### src/hw/rtl/lbsa_pkg.sv
// Shared types and constants for the least-busy slot allocator.
package lbsa_pkg;

  // Default storage sizes
  localparam int unsigned MaxWorkersDef = 8;
  localparam int unsigned MaxSlotsDef   = 16;

  // Fixed field widths
  localparam int unsigned ActW   = 4;
  localparam int unsigned SpwW   = 5;
  localparam int unsigned CfgW   = 5;
  localparam int unsigned WorkW  = 3;
  localparam int unsigned SlotW  = 4;
  localparam int unsigned CntOutW = 5;

  // Configuration register indexes
  typedef enum logic {
    CFG_ACTIVE_WORKERS   = 1'b0,
    CFG_SLOTS_PER_WORKER = 1'b1
  } cfg_idx_e;

  // Request kinds
  typedef enum logic {
    KIND_ALLOC   = 1'b0,
    KIND_RELEASE = 1'b1
  } kind_e;

  // Result status codes
  typedef enum logic [1:0] {
    STAT_GRANTED  = 2'd0,
    STAT_RELEASED = 2'd1,
    STAT_FULL     = 2'd2,
    STAT_FREE_REL = 2'd3
  } status_e;

  // Controller states
  typedef enum logic [2:0] {
    S_IDLE,
    S_SCAN,
    S_PICK_RD,
    S_PICK,
    S_REL_RD,
    S_REL,
    S_DONE
  } state_e;

  // Controller to datapath commands
  typedef struct packed {
    logic capture;   // latch request fields, restart scan
    logic scan;      // issue scan read, evaluate previous candidate
    logic rd_best;   // read the chosen worker
    logic set_full;  // record an all-full result
    logic pick;      // grant lowest free slot of chosen worker
    logic rd_rel;    // read the worker named by a release
    logic rel;       // apply the release
    logic load_out;  // move result into the output register
  } dp_cmd_t;

  // Datapath to controller status
  typedef struct packed {
    logic scan_done;
    logic found;
    logic out_free;
  } dp_stat_t;

endpackage

### src/hw/rtl/lbsa_ctrl.sv
// Request sequencer for the least-busy slot allocator.
module lbsa_ctrl import lbsa_pkg::*; (
  input  logic     clk_i,
  input  logic     rst_ni,
  input  logic     in_valid_i,
  input  logic     in_kind_i,
  output logic     in_stall_o,
  input  dp_stat_t stat_i,
  output dp_cmd_t  cmd_o
);

  state_e state_q, state_d;

  // State register
  always_ff @(posedge clk_i or negedge rst_ni) begin
    if (!rst_ni) begin
      state_q <= S_IDLE;
    end else begin
      state_q <= state_d;
    end
  end

  // Next state
  always_comb begin
    state_d = state_q;
    unique case (state_q)
      S_IDLE: begin
        if (in_valid_i) begin
          state_d = (in_kind_i == KIND_RELEASE) ? S_REL_RD : S_SCAN;
        end
      end
      S_SCAN: begin
        if (stat_i.scan_done) state_d = S_PICK_RD;
      end
      S_PICK_RD: begin
        state_d = stat_i.found ? S_PICK : S_DONE;
      end
      S_PICK:   state_d = S_DONE;
      S_REL_RD: state_d = S_REL;
      S_REL:    state_d = S_DONE;
      S_DONE: begin
        if (stat_i.out_free) state_d = S_IDLE;
      end
      default:  state_d = S_IDLE;
    endcase
  end

  // Outputs
  always_comb begin
    cmd_o      = '0;
    in_stall_o = 1'b1;
    unique case (state_q)
      S_IDLE: begin
        in_stall_o    = 1'b0;
        cmd_o.capture = in_valid_i;
      end
      S_SCAN:    cmd_o.scan = 1'b1;
      S_PICK_RD: begin
        cmd_o.rd_best  = stat_i.found;
        cmd_o.set_full = !stat_i.found;
      end
      S_PICK:    cmd_o.pick   = 1'b1;
      S_REL_RD:  cmd_o.rd_rel = 1'b1;
      S_REL:     cmd_o.rel    = 1'b1;
      S_DONE:    cmd_o.load_out = stat_i.out_free;
      default:   cmd_o = '0;
    endcase
  end

  // A transfer in idle always starts work
  a_start: assert property (@(posedge clk_i) disable iff (!rst_ni)
    (state_q == S_IDLE && in_valid_i) |=> (state_q != S_IDLE))
    else $error("request transfer did not leave idle");

  // Only one storage-changing command at a time
  a_one_update: assert property (@(posedge clk_i) disable iff (!rst_ni)
    $onehot0({cmd_o.pick, cmd_o.rel, cmd_o.set_full, cmd_o.scan}))
    else $error("conflicting datapath commands");

  // Results are handed over only from the final state
  a_load: assert property (@(posedge clk_i) disable iff (!rst_ni)
    cmd_o.load_out |=> (state_q == S_IDLE))
    else $error("output load did not return to idle");

endmodule

### src/hw/rtl/lbsa_dp.sv
// Worker table, least-busy scan, slot grant/release and output register.
module lbsa_dp import lbsa_pkg::*; #(
  parameter int unsigned MAX_WORKERS = MaxWorkersDef,
  parameter int unsigned MAX_SLOTS   = MaxSlotsDef
) (
  input  logic              clk_i,
  input  logic              rst_ni,
  input  logic              cfg_we_i,
  input  logic              cfg_idx_i,
  input  logic [CfgW-1:0]   cfg_data_i,
  input  logic [WorkW-1:0]  in_release_worker_i,
  input  logic [SlotW-1:0]  in_release_slot_i,
  output logic              out_valid_o,
  input  logic              out_stall_i,
  output logic [1:0]        out_status_o,
  output logic [WorkW-1:0]  out_granted_worker_o,
  output logic [SlotW-1:0]  out_granted_slot_o,
  output logic [CntOutW-1:0] out_worker_busy_count_o,
  input  dp_cmd_t           cmd_i,
  output dp_stat_t          stat_o
);

  localparam int unsigned WIW = (MAX_WORKERS > 1) ? $clog2(MAX_WORKERS) : 1;
  localparam int unsigned WCW = $clog2(MAX_WORKERS + 1);
  localparam int unsigned SIW = (MAX_SLOTS > 1) ? $clog2(MAX_SLOTS) : 1;
  localparam int unsigned CW  = $clog2(MAX_SLOTS + 1);
  localparam int unsigned EW  = 7;  // holds any index or limit up to 64
  localparam int unsigned MW  = CW + MAX_SLOTS;

  // Configuration registers
  logic [ActW-1:0] act_q;
  logic [SpwW-1:0] spw_q;

  always_ff @(posedge clk_i or negedge rst_ni) begin
    if (!rst_ni) begin
      act_q <= ActW'(8);
      spw_q <= SpwW'(16);
    end else if (cfg_we_i) begin
      unique case (cfg_idx_i)
        CFG_ACTIVE_WORKERS:   act_q <= cfg_data_i[ActW-1:0];
        CFG_SLOTS_PER_WORKER: spw_q <= cfg_data_i;
        default:              act_q <= act_q;
      endcase
    end
  end

  // Clamped limits and slot window
  logic [WCW-1:0]       nw;
  logic [EW-1:0]        sc;
  logic [MAX_SLOTS-1:0] window;

  always_comb begin
    if (act_q == '0) begin
      nw = WCW'(1);
    end else if (EW'(act_q) > EW'(MAX_WORKERS)) begin
      nw = WCW'(MAX_WORKERS);
    end else begin
      nw = WCW'(act_q);
    end
    if (spw_q == '0) begin
      sc = EW'(1);
    end else if (EW'(spw_q) > EW'(MAX_SLOTS)) begin
      sc = EW'(MAX_SLOTS);
    end else begin
      sc = EW'(spw_q);
    end
    for (int j = 0; j < MAX_SLOTS; j++) begin
      window[j] = EW'(j) < sc;
    end
  end

  // Latched request fields
  logic [WorkW-1:0] rel_worker_q;
  logic [SlotW-1:0] rel_slot_q;

  always_ff @(posedge clk_i) begin
    if (cmd_i.capture) begin
      rel_worker_q <= in_release_worker_i;
      rel_slot_q   <= in_release_slot_i;
    end
  end

  logic [EW-1:0]  rw_ext;
  logic [EW-1:0]  rs_ext;
  logic [WIW-1:0] rw_idx;
  logic           rw_ok;

  assign rw_ext = EW'(rel_worker_q);
  assign rs_ext = EW'(rel_slot_q);
  assign rw_idx = rw_ext[WIW-1:0];
  assign rw_ok  = rw_ext < EW'(MAX_WORKERS);

  // Scan counter
  logic [WCW-1:0] scan_cnt_q;
  logic           scan_issue;

  assign scan_issue = cmd_i.scan && (scan_cnt_q < nw);

  always_ff @(posedge clk_i or negedge rst_ni) begin
    if (!rst_ni) begin
      scan_cnt_q <= '0;
    end else if (cmd_i.capture) begin
      scan_cnt_q <= '0;
    end else if (scan_issue) begin
      scan_cnt_q <= scan_cnt_q + WCW'(1);
    end
  end

  // Worker table: {count, mask} per worker, one read and one write port
  logic [MW-1:0]          mem_q [MAX_WORKERS];
  logic [MAX_WORKERS-1:0] vld_q;
  logic [MW-1:0]          rd_word_q;
  logic                   rd_vld_q;
  logic                   rd_en;
  logic [WIW-1:0]         rd_addr;
  logic                   wr_en;
  logic [WIW-1:0]         wr_addr;
  logic [MW-1:0]          wr_data;
  logic [WIW-1:0]         best_idx_q;

  always_comb begin
    if (cmd_i.scan) begin
      rd_addr = scan_cnt_q[WIW-1:0];
    end else if (cmd_i.rd_best) begin
      rd_addr = best_idx_q;
    end else begin
      rd_addr = rw_idx;
    end
    rd_en = scan_issue || cmd_i.rd_best || (cmd_i.rd_rel && rw_ok);
  end

  always_ff @(posedge clk_i) begin
    if (wr_en) mem_q[wr_addr] <= wr_data;
    if (rd_en) rd_word_q <= mem_q[rd_addr];
  end

  // Entry valid bits: an unwritten worker reads as all free
  always_ff @(posedge clk_i or negedge rst_ni) begin
    if (!rst_ni) begin
      vld_q    <= '0;
      rd_vld_q <= 1'b0;
    end else begin
      if (wr_en) vld_q[wr_addr] <= 1'b1;
      if (rd_en) rd_vld_q <= vld_q[rd_addr];
    end
  end

  logic [MAX_SLOTS-1:0] rd_mask;
  logic [CW-1:0]        rd_cnt;

  assign rd_mask = rd_vld_q ? rd_word_q[MAX_SLOTS-1:0] : '0;
  assign rd_cnt  = rd_vld_q ? rd_word_q[MW-1:MAX_SLOTS] : '0;

  // Candidate evaluation, one worker per cycle behind the read
  logic           eval_v_q;
  logic [WIW-1:0] eval_idx_q;
  logic           best_found_q;
  logic [CW-1:0]  best_cnt_q;
  logic           cand;

  assign cand = cmd_i.scan && eval_v_q && (|(~rd_mask & window)) &&
                (!best_found_q || (rd_cnt < best_cnt_q));

  always_ff @(posedge clk_i or negedge rst_ni) begin
    if (!rst_ni) begin
      eval_v_q     <= 1'b0;
      best_found_q <= 1'b0;
    end else begin
      eval_v_q <= scan_issue;
      if (cmd_i.capture) begin
        best_found_q <= 1'b0;
      end else if (cand) begin
        best_found_q <= 1'b1;
      end
    end
  end

  always_ff @(posedge clk_i) begin
    eval_idx_q <= scan_cnt_q[WIW-1:0];
    if (cand) begin
      best_cnt_q <= rd_cnt;
      best_idx_q <= eval_idx_q;
    end
  end

  // Lowest free slot of the chosen worker
  logic [MAX_SLOTS-1:0] free_bits;
  logic [MAX_SLOTS-1:0] free_low;
  logic [SIW-1:0]       free_idx;

  always_comb begin
    free_bits = ~rd_mask & window;
    free_low  = free_bits & (~free_bits + MAX_SLOTS'(1));
    free_idx  = '0;
    for (int j = 0; j < MAX_SLOTS; j++) begin
      if (free_low[j]) free_idx = free_idx | SIW'(j);
    end
  end

  // Release decode
  logic [MAX_SLOTS-1:0] rel_bit;
  logic                 rel_hit;

  always_comb begin
    for (int j = 0; j < MAX_SLOTS; j++) begin
      rel_bit[j] = rs_ext == EW'(j);
    end
    rel_hit = rw_ok && (|(rel_bit & rd_mask));
  end

  // Table write
  always_comb begin
    wr_en   = cmd_i.pick || (cmd_i.rel && rel_hit);
    wr_addr = cmd_i.pick ? best_idx_q : rw_idx;
    if (cmd_i.pick) begin
      wr_data = {rd_cnt + CW'(1), rd_mask | free_low};
    end else begin
      wr_data = {rd_cnt - CW'(1), rd_mask & ~rel_bit};
    end
  end

  // Result register
  status_e            res_status_q;
  logic [WorkW-1:0]   res_worker_q;
  logic [SlotW-1:0]   res_slot_q;
  logic [CntOutW-1:0] res_cnt_q;

  always_ff @(posedge clk_i) begin
    if (cmd_i.set_full) begin
      res_status_q <= STAT_FULL;
      res_worker_q <= '0;
      res_slot_q   <= '0;
      res_cnt_q    <= '0;
    end else if (cmd_i.pick) begin
      res_status_q <= STAT_GRANTED;
      res_worker_q <= WorkW'(best_idx_q);
      res_slot_q   <= SlotW'(free_idx);
      res_cnt_q    <= CntOutW'(rd_cnt + CW'(1));
    end else if (cmd_i.rel) begin
      res_status_q <= rel_hit ? STAT_RELEASED : STAT_FREE_REL;
      res_worker_q <= rel_worker_q;
      res_slot_q   <= rel_slot_q;
      if (!rw_ok) begin
        res_cnt_q <= '0;
      end else if (rel_hit) begin
        res_cnt_q <= CntOutW'(rd_cnt - CW'(1));
      end else begin
        res_cnt_q <= CntOutW'(rd_cnt);
      end
    end
  end

  // Output register
  logic               out_valid_q;
  status_e            out_status_q;
  logic [WorkW-1:0]   out_worker_q;
  logic [SlotW-1:0]   out_slot_q;
  logic [CntOutW-1:0] out_cnt_q;

  always_ff @(posedge clk_i or negedge rst_ni) begin
    if (!rst_ni) begin
      out_valid_q <= 1'b0;
    end else if (cmd_i.load_out) begin
      out_valid_q <= 1'b1;
    end else if (!out_stall_i) begin
      out_valid_q <= 1'b0;
    end
  end

  always_ff @(posedge clk_i) begin
    if (cmd_i.load_out) begin
      out_status_q <= res_status_q;
      out_worker_q <= res_worker_q;
      out_slot_q   <= res_slot_q;
      out_cnt_q    <= res_cnt_q;
    end
  end

  assign out_valid_o             = out_valid_q;
  assign out_status_o            = out_status_q;
  assign out_granted_worker_o    = out_worker_q;
  assign out_granted_slot_o      = out_slot_q;
  assign out_worker_busy_count_o = out_cnt_q;

  // Status to controller
  assign stat_o.scan_done = scan_cnt_q == nw;
  assign stat_o.found     = best_found_q;
  assign stat_o.out_free  = !out_valid_q || !out_stall_i;

  // A grant only happens after a worker with room was found
  a_pick_found: assert property (@(posedge clk_i) disable iff (!rst_ni)
    cmd_i.pick |-> best_found_q)
    else $error("grant without a candidate worker");

  // A granted worker always ends with at least one busy slot
  a_grant_cnt: assert property (@(posedge clk_i) disable iff (!rst_ni)
    cmd_i.pick |=> (res_status_q == STAT_GRANTED && res_cnt_q != '0))
    else $error("granted result with zero busy count");

  // A granted slot lies inside the window and was free
  a_grant_free: assert property (@(posedge clk_i) disable iff (!rst_ni)
    cmd_i.pick |-> $onehot(free_low))
    else $error("no free slot in chosen worker");

endmodule

### src/hw/rtl/least_busy_slot_allocator.sv
// Top level of the least-busy slot allocator: sequencer plus datapath.
//
//  channel  direction  handshake            payload
//  cfg      in         cfg_we_i             cfg_idx_i, cfg_data_i
//  in       in         in_valid_i/stall_o   kind, release_worker, release_slot
//  out      out        out_valid_o/stall_i  status, granted_worker/slot, busy count
//
// Allocate: the scan reads one worker table entry per cycle over nw workers
//   (nw = clamped active_workers), then the chosen worker is read and its
//   lowest free slot is granted; when every slot is full no grant is made.
// Release: the named worker is read, then the named slot is freed.
// One request at a time; a new request is taken in the cycle after the result
//   is loaded, while that result may still wait in the output register.
// Reset: all slots free, active_workers 8, slots_per_worker 16; no sweep.
// out_stall_i holds the result in place; the sequencer waits for room.
module least_busy_slot_allocator import lbsa_pkg::*; #(
  parameter int unsigned MAX_WORKERS = MaxWorkersDef,
  parameter int unsigned MAX_SLOTS   = MaxSlotsDef
) (
  input  logic               clk_i,
  input  logic               rst_ni,
  input  logic               cfg_we_i,
  input  logic               cfg_idx_i,
  input  logic [CfgW-1:0]    cfg_data_i,
  input  logic               in_valid_i,
  output logic               in_stall_o,
  input  logic               kind_i,
  input  logic [WorkW-1:0]   release_worker_i,
  input  logic [SlotW-1:0]   release_slot_i,
  output logic               out_valid_o,
  input  logic               out_stall_i,
  output logic [1:0]         status_o,
  output logic [WorkW-1:0]   granted_worker_o,
  output logic [SlotW-1:0]   granted_slot_o,
  output logic [CntOutW-1:0] worker_busy_count_o
);

  dp_cmd_t  cmd;
  dp_stat_t stat;

  lbsa_ctrl u_ctrl (
    .clk_i      (clk_i),
    .rst_ni     (rst_ni),
    .in_valid_i (in_valid_i),
    .in_kind_i  (kind_i),
    .in_stall_o (in_stall_o),
    .stat_i     (stat),
    .cmd_o      (cmd)
  );

  lbsa_dp #(
    .MAX_WORKERS (MAX_WORKERS),
    .MAX_SLOTS   (MAX_SLOTS)
  ) u_dp (
    .clk_i                   (clk_i),
    .rst_ni                  (rst_ni),
    .cfg_we_i                (cfg_we_i),
    .cfg_idx_i               (cfg_idx_i),
    .cfg_data_i              (cfg_data_i),
    .in_release_worker_i     (release_worker_i),
    .in_release_slot_i       (release_slot_i),
    .out_valid_o             (out_valid_o),
    .out_stall_i             (out_stall_i),
    .out_status_o            (status_o),
    .out_granted_worker_o    (granted_worker_o),
    .out_granted_slot_o      (granted_slot_o),
    .out_worker_busy_count_o (worker_busy_count_o),
    .cmd_i                   (cmd),
    .stat_o                  (stat)
  );

endmodule

### config.mk
export PLATFORM = sky130hd
export DESIGN_NAME = least_busy_slot_allocator
export DESIGN_NICKNAME = d
export VERILOG_FILES = /design/src/hw/rtl/lbsa_pkg.sv /design/src/hw/rtl/lbsa_ctrl.sv /design/src/hw/rtl/lbsa_dp.sv /design/src/hw/rtl/least_busy_slot_allocator.sv
export SDC_FILE = /design/constraint.sdc
export NUM_CORES = 1
export LEC_CHECK = 0
export BUFFER_PORTS_ARGS = -buffer_cell sky130_fd_sc_hd__buf_2
export CAP_MARGIN = 10
export CORE_MARGIN = 3
export CORE_UTILIZATION = 37
export CTS_BUF_LIST = sky130_fd_sc_hd__clkbuf_2
export DETAILED_ROUTE_END_ITERATION = 16
export SETUP_SLACK_MARGIN = 0.3
export SLEW_MARGIN = 25
export SYNTH_ARGS = -nofsm -noshare
export SYNTH_HDL_FRONTEND = slang
export SYNTH_HIERARCHICAL = 1
export SYNTH_SLANG_ARGS = --single-unit
export TNS_END_PERCENT = 50
### constraint.sdc
create_clock -name clk_i -period 6.5 [get_ports clk_i]
set_clock_uncertainty 0.2 [all_clocks]
set_input_delay 0.325 -clock clk_i [delete_from_list [all_inputs] [get_ports clk_i]]
set_output_delay 0.325 -clock clk_i [all_outputs]
set_load 0.05 [all_outputs]
==> results of run 1 <==
-- per-layer routing --
| layer | vias to the layer above | GRT usage (%) |
|---|---|---|
| li1 | 3257 | - |
| met1 | 3577 | 23.0 |
| met2 | 238 | 23.3 |
| met3 | 51 | 3.39 |
| met4 | 0 | 5.36 |
| met5 | - | 0 |
-- worst max-delay path by stage --
| stage | from | endpoint | slack (ns) | depth (start not counted) |
|---|---|---|---|---|
| 4_1_cts | u_ctrl/state_q[2]$_DFFE_PN0P_ | u_dp/rd_vld_q$_DFFE_PN0P_ | 2.79 | 9 |
| 6_report | u_ctrl/state_q[2]$_DFFE_PN0P_ | u_dp/rd_vld_q$_DFFE_PN0P_ | 2.87 | 9 |
| 5_1_grt | u_ctrl/state_q[2]$_DFFE_PN0P_ | u_dp/rd_vld_q$_DFFE_PN0P_ | 2.50 | 9 |
| 3_5_place_dp | u_ctrl/state_q[0]$_DFFE_PN0P_ | u_dp/rd_vld_q$_DFFE_PN0P_ | 2.81 | 9 |
| 2_1_floorplan | u_ctrl/state_q[1]$_DFFE_PN0P_ | u_dp/mem_q[0][0]$_DFFE_PP_ | 3.32 | 8 |
| 3_3_place_gp | u_ctrl/state_q[2]$_DFFE_PN0P_ | u_dp/rd_vld_q$_DFFE_PN0P_ | 2.84 | 9 |
-- worst max-delay path: stages (launching register included) --
cell	delay, ns
dfrtp_1	0.46
nand2b_1	0.21
nor2_1	0.35
mux2i_1	0.25
nor2_1	0.09
a21oi_4	0.10
buf_4	0.71
mux4_2	0.59
mux2_1	0.30
mux2_2	0.27
-- power breakdown --
group	switching [mW]	internal, mW	leakage, nW
Clock	0.666	0.455	0.470
Sequential	0.241	2.31	2.47
Combinational	1.05	0.669	1.70
Total	1.96	3.43	4.64
-- Yosys cell counts, types with 4 or more instances --
library cell and n:
mux2i_1 12, buf_1 5, buf_2 8, o211ai_1 7, a21oi_1 27, xnor2_1 8, o21bai_1 10, nand3_1 22
o21a_1 7, a211oi_1 8, nand2_1 52, a22oi_1 4, nor3b_1 7, dfxtp_1 17, a31oi_1 13, edfxtp_1 218
and3_1 6, nor3_1 10, mux4_2 44, dfrtp_1 26, nor2_1 55, nand2b_1 6, mux2_2 31, buf_4 4
and2_1 5, nand3b_1 4, clkbuf_1 23, inv_1 19, o21ai_0 12, ha_1 11, nor2b_1 13
-- flip-flops by register name, indices dropped and copies added (netlist names), 5 cells and up --
name and cells:
u_dp/vld_q 8, u_dp/out_worker_busy_count_o 5, u_dp/mem_q 168, u_dp/rd_word_q 21, u_dp/spw_q 5, u_dp/best_cnt_q 5, u_dp/res_cnt_q 5
-- kinds of logic (layout without fill, tap and decap cells) --
logic type / after synthesis / after routing / share of synthesized area, %
XOR/XNOR: 10 / 10 / 0.759
buffers and inverters: 62 / 226 / 2.43
adder cells (fa/ha/maj): 11 / 11 / 1.19
multiplexers: 90 / 90 / 13.0
AO/OA/AOI/OAI: 130 / 130 / 8.29
AND/OR/NAND/NOR: 200 / 200 / 8.56
other: 0 / 1 / 0
flip-flops: 263 / 263 / 65.8
-- cell type report --
| type | count | share of cell area [%] |
|---|---|---|
| Antenna cell | 1 | 0.0190 |
| Sequential cell | 263 | 57.7 |
| Clock inverter | 21 | 0.913 |
| Inverter | 19 | 0.542 |
| Timing Repair Buffer | 86 | 4.98 |
| Tap cell | 396 | 3.77 |
| Multi-Input combinational cell | 441 | 28.3 |
| Clock buffer | 100 | 3.80 |
-- per-stage QoR --
step                      util, %  worst slack (ns)  hold slack [ns]  cell area, µm²  power, mW
after global placement       39.7              2.84            0.191           12200       4.26
after floorplan                 -              3.32           -0.171           11500       3.77
final                        42.9              2.87            0.147           13200       5.39
after detailed placement     39.7              2.81            0.198           12200       4.28
after global routing         42.9              2.50           0.0878           13200       5.74
after CTS                    42.9              2.79           0.0361           13100       5.45
==> Implementation_results.wiki, run 1 <==
{| class="wikitable"
! Metric !! Value
|-
| Status || completed
|-
| Number of detailed-routing iterations run before antenna repair || 5
|-
| Critical R2R Launch || u_ctrl/state_q[2]$_DFFE_PN0P_
|-
| Height of the die || 183 µm
|-
| Kind of launch point of the worst setup path || flop
|-
| Post-layout net count || 909
|-
| Number of buffers inserted during clock tree synthesis || 68
|-
| Relative max-transition margin || 35.2%
|-
| Proportion of synthesized chip area in sequential cells || 65.8%
|-
| Num Clock Sinks || 263
|-
| Leading cell types in the layout, fill and taps excluded || edfxtp_1 (218), clkbuf_2 (100), nand2_1 (52)
|-
| Non-filler cells, final || 1327
|-
| Via total after detailed routing || 7123
|-
| Standby leakage power || 4.64 nW
|-
| Number of antenna violations at the first check in global routing || 1
|-
| Max rail drop VDD || 0.000202 V
|-
| Total met3 wirelength after detailed routing || 1610 µm
|-
| Number of instances in the synthesized netlist || 766
|-
| Tightest Pin Transition || 0.964 ns
|-
| Share of the clock period used by the worst path after layout || 55.9%
|-
| Depth of the worst hold-timing path || 3
|-
| Post-DR wirelength/cell || 19.7 µm
|-
| Effective utilization at floorplan || 37.6%
|-
| Final setup fails || 0
|-
| Post-synthesis net count || 796
|-
| Total of hold buffers inserted after clock tree synthesis || 34
|-
| Count of flip-flops with a built-in enable after synthesis || 218
|-
| Number of synthesized register bits || 263
|-
| Type of the tightest min-delay check || in -> reg
|-
| Commonest non-fill, non-tap cell in the layout || edfxtp_1
|-
| Top-area cell type share of the netlist area || 56.7%
|-
| Clock buffer depth || 3
|-
| Half-perimeter wire length of the detailed placement result || 15500 µm
|-
| IO Port Bufs || 34
|-
| Top layer used by detailed routing || met4
|-
| Startpoint of the tightest hold check path || cfg_data_i[1]
|-
| Biggest area contributors in the synthesized netlist || edfxtp_1 (57%), mux4_2 (8.6%), dfrtp_1 (5.6%)
|-
| YS warnings || 6
|-
| Power per cell area || 410 mW/mm²
|-
| Area taken by multi-input logic gates || 0.00372 mm²
|-
| Mean instance size in the synthesized netlist || 15.1 µm²
|-
| Number of placed cells counting well taps || 1171
|-
| Number of placement rows || 64
|-
| Clock Root Buffer || clkbuf_2
|-
| Number of nets with antenna violations after routing || 0
|-
| Endpoint required time on the critical path || 6.99 ns
|-
| Weighted congestion reported at the end of routability-driven placement || 0.865
|-
| Vias in the first global route || 7152
|-
| Vias per inst || 5.37
|-
| Residual overflow from global routing || 0
|-
| Crit path max fanout || 44
|-
| Final Routed Wirelength || 26100 µm
|-
| Floorplan Core Area || 0.0307 mm²
|-
| Kind of end point of the critical path || flop
|-
| Arrival time of data at the critical path endpoint || 4.12 ns
|-
| H-tree levels || 3
|-
| Area of the mapped netlist || 0.0115 mm²
|-
| Achievable frequency || 0.275 GHz
|-
| Clock-pin slew reported for the worst setup and hold paths after clock tree synthesis || 0.11 ns
|-
| Flip-flop cell with the highest count after synthesis || edfxtp_1
|-
| Library cell occupying the most area in the post-synthesis netlist || edfxtp_1
|-
| Global-route wire length before repair || 40900 µm
|-
| Register-to-register path setup slack || 2.87 ns
|-
| Number of maximum-capacitance constraint violations || 0
|-
| Async SR Flop Fraction || 10.6%
|-
| GRT Overall Usage || 15.7%
|-
| Setup Buffers After CTS || 0
|-
| Synthesis-to-layout area growth || 14.0%
|-
| Sum of negative setup slack || 0 ns
|-
| Routed length on met2 || 11600 µm
|-
| R2R cell count || 9
|-
| Yosys cell types || 76
|-
| I/O pin total || 35
|-
| Crit Path Category || reg -> reg
|-
| Count of instances resized after the clock tree is built || 0
|-
| Filler Cell Count || 2810
|-
| End of the worst register-to-register path || u_dp/rd_vld_q$_DFFE_PN0P_
|-
| Capture endpoint of the worst hold path || u_dp/spw_q[1]$_DFFE_PN0P_
|-
| Worst skew pair latency || 0.81 ns
|-
| Floorplan die area || 0.0333 mm²
|-
| Final Hold Violating Endpoints || 0
|-
| X dimension of the die || 183 µm
|-
| Maximum number of pins on one net before global-route repair || 45
|-
| TritonCTS clock tree || done
|-
| M1 WL || 12300 µm
|-
| DRC errors left || 0
|-
| Final min period || 3.63 ns
|-
| Layout cells sized above 1 || 28.3%
|-
| Number of slew-limit violations in the final report || 0
|-
| Initial DRC count || 585
|-
| Setup repair after global routing missed its margin || no
|-
| Sequential cell area in the final layout || 0.00759 mm²
|}
(Power assumes the default switching activity.)
==> inputs of run 2 (changes only) <==
==> constraint.sdc (replaced) <==
create_clock -name clk_i -period 3 [get_ports clk_i]
set_clock_uncertainty 0.2 [all_clocks]
set_input_delay 0.15 -clock clk_i [delete_from_list [all_inputs] [get_ports clk_i]]
set_output_delay 0.15 -clock clk_i [all_outputs]
set_load 0.05 [all_outputs]
==> run 2 against run 1 <==
  * Die area unchanged
  * Cell count increased by 11%
  * Clock power rose by 120%
  * Sequential share of layout area shrank 7.7 points
  * Power rose by 150%
  * Combinational power grew to 3.1 times the previous value
  * Utilization grew 6.7 points
  * Non-clock buffer count grew 151
  * Critical endpoint is now u_dp/mem_q[2][7]$_DFFE_PP_
  * Largest cell class unchanged
  * Highest routed layer is now met5
==> Implementation_results.wiki, run 2 (same netlist as run 1, synthesis figures left out) <==
{| class="wikitable"
! Metric !! Value
|-
| GRT Overall Usage || 18.4%
|-
| Achievable frequency || 0.344 GHz
|-
| TritonCTS clock tree || done
|-
| DRC errors left || 0
|-
| Origin of the worst setup path || u_dp/rel_slot_q[2]$_DFFE_PP_
|-
| Worst skew pair latency || 0.84 ns
|-
| IO Port Bufs || 34
|-
| Status || completed
|-
| Number of detailed-routing iterations run before antenna repair || 5
|-
| Clock Root Buffer || clkbuf_2
|-
| Clock-pin slew reported for the worst setup and hold paths after clock tree synthesis || 0.10 ns
|-
| Crit Path Category || reg -> reg
|-
| R2R cell count || 9
|-
| Power, Total || 13.3 mW
|-
| Effective utilization at floorplan || 37.6%
|-
| Tightest Pin Transition || 0.823 ns
|-
| Weighted congestion reported at the end of routability-driven placement || 0.933
|-
| Standby leakage power || 5.66 nW
|-
| H-tree levels || 3
|-
| Residual overflow from global routing || 0
|-
| Clock power share || 18.4%
|-
| Final Hold Violating Endpoints || 0
|-
| Cell Int Power || 8.58 mW
|-
| Final setup fails || 0
|-
| Number of buffers inserted during clock tree synthesis || 68
|-
| Register-to-register path setup slack || 0.09 ns
|-
| Cell mode on critical path || buf_6
|-
| Longest individual stage delay on the worst path || 0.50 ns
|-
| Setup repair after global routing missed its margin || yes
|-
| Depth of the worst hold-timing path || 4
|-
| Arrival time of data at the critical path endpoint || 3.23 ns
|-
| Final Routed Wirelength || 32400 µm
|-
| Final min period || 2.91 ns
|-
| Via total after detailed routing || 7941
|-
| Cell family with most CP delay || compound AO/OA/AOI/OAI gates
|-
| Layout cells sized above 1 || 39.9%
|-
| Sum of negative setup slack || 0 ns
|-
| Kind of end point of the critical path || flop
|-
| Endpoint required time on the critical path || 3.32 ns
|-
| Synthesis-to-layout area growth || 31.8%
|-
| Vias per inst || 5.39
|-
| Largest registers || u_dp/mem_q: 168 flops, u_dp/rd_word_q: 21 flops, u_dp/vld_q: 8 flops
|-
| I/O pin total || 35
|-
| Floorplan die area || 0.0333 mm²
|-
| Filler Cell Count || 2583
|-
| Sequence of cells on the critical path || or2_1 -> o221a_2 -> o211ai_1 -> o21a_2 -> buf_6 -> a21oi_4 -> buf_6 -> nor2_4 -> clkbuf_16
|-
| Final setup slack of the worst path || 0.0891 ns
|-
| Half-perimeter wire length of the detailed placement result || 17300 µm
|-
| Height of the die || 183 µm
|-
| Setup slack at placement || 0.0370 ns
|-
| Max rail drop VDD || 0.000320 V
|-
| Buffering stage count on the worst path with inverters included || 3
|-
| Commonest non-fill, non-tap cell in the layout || edfxtp_1
|-
| Number of antenna violations at the first check in global routing || 1
|-
| Global-route wire length before repair || 46500 µm
|-
| Power per cell area || 875 mW/mm²
|-
| Leading cell types in the layout, fill and taps excluded || edfxtp_1 (218), buf_4 (97), clkbuf_2 (92)
|-
| Crit path max fanout || 5
|-
| Post-DR wirelength/cell || 22.0 µm
|-
| Number of nets with antenna violations after routing || 0
|-
| CP max-delay cell || edfxtp_1
|-
| Net switching fraction of the power || 35.5%
|-
| Type of the tightest min-delay check || in -> reg
|-
| Register with the most flip-flops || u_dp/mem_q
|-
| Number of maximum-capacitance constraint violations || 0
|-
| Number of placed cells counting well taps || 1241
|-
| Initial DRC count || 729
|-
| Post-layout net count || 1062
|-
| End of the worst register-to-register path || u_dp/mem_q[2][7]$_DFFE_PP_
|-
| Number of placement rows || 64
|-
| Share of the core filled with cells || 49.6%
|-
| Relative max-transition margin || 45.1%
|-
| Capture endpoint of the worst hold path || u_dp/spw_q[3]$_DFFE_PN0P_
|-
| Net switching power figure || 4.72 mW
|-
| Area taken by multi-input logic gates || 0.00393 mm²
|-
| Num Clock Sinks || 263
|-
| Clock buffer depth || 3
|-
| Critical R2R Launch || u_dp/rel_slot_q[2]$_DFFE_PP_
|-
| Non-filler cells, final || 1472
|-
| Kind of launch point of the worst setup path || flop
|-
| Max FFs per register || 168
|-
| Vias in the first global route || 7894
|-
| Share of the clock period used by the worst path after layout || 97.0%
|-
| X dimension of the die || 183 µm
|-
| Part of the power in registers || 41.2%
|-
| Floorplan Core Area || 0.0307 mm²
|-
| Comb pwr share || 40.4%
|-
| Maximum number of pins on one net before global-route repair || 44
|-
| Startpoint of the tightest hold check path || cfg_we_i
|-
| Sequential cell area in the final layout || 0.00760 mm²
|-
| Number of slew-limit violations in the final report || 0
|}
==> run 2: cell types whose count changed in the layout (fill, tap and decap cells not counted), sizes merged <==
cell and delta:
clkinvlp +1, and2 +2, clkbuf +1, clkinv -2
bufinv +1, buf +132, dlygate4sd3 +10
==> run 2: worst max path at each step <==
stage	to	slack, ns	depth (start not counted)
detailed placement	u_dp/rd_word_q[20]$_DFFE_PP_	0.04	9
CTS	u_dp/rd_word_q[6]$_DFFE_PP_	0.15	11
global placement	u_dp/mem_q[1][0]$_DFFE_PP_	0.08	8
floorplan	u_dp/mem_q[0][0]$_DFFE_PP_	0.14	8
finish	u_dp/mem_q[2][7]$_DFFE_PP_	0.09	9
global route	u_dp/rd_word_q[6]$_DFFE_PP_	-0.005	11
==> run 2: repair_timing <==
item,4_1_cts,5_1_grt
endpoints found under the setup margin,257,325
hold buffers,44,0
gates resized for setup,31,49
buffers inserted,33,17
pin swaps,11,15
hold endpoints to repair,74,0
cloned,11,12
==> run 2: power by group through the flow <==
stage / clock network [mW] / logic (mW) / registers (mW)
detailed placement: 0 / 4.32 / 5.56
floorplan: 0 / 2.73 / 5.52
global placement: 0 / 4.29 / 5.55
global route: 2.73 / 5.76 / 5.52
finish: 2.45 / 5.37 / 5.48
CTS: 2.54 / 4.95 / 5.46
==> run 2: per-stage QoR <==
stage	cell area (µm²)	hold slack (ns)
2_1_floorplan	11600	-0.346
3_3_place_gp	12900	0.0361
3_5_place_dp	12900	0.0359
4_1_cts	14600	0.0762
5_1_grt	15200	0.151
6_report	15200	0.176
==> run 2: routing by layer <==
layer	vias up	track usage [%]	routed length (µm)
met2	349	29.5	15200
met5	-	0	69
met3	66	4.60	2410
li1	3563	-	-
met1	3961	24.9	13800
met4	2	5.61	958
==> run 2: tightest hold or removal path: stages <==
cell           delay (ns)
dlygate4sd3_1        0.53
buf_2                0.13
nand2_1              0.17
mux2_2               0.18
==> run 2: layout make-up <==
class,instances,area share [%]
clock buffers,92,3.03
repair buffers,237,16.4
inverters,19,0.469
clock inverters,21,0.979
multi-input cells,443,25.9
flip-flops and latches,263,50.0
diodes,1,0.0165
well taps,396,3.26
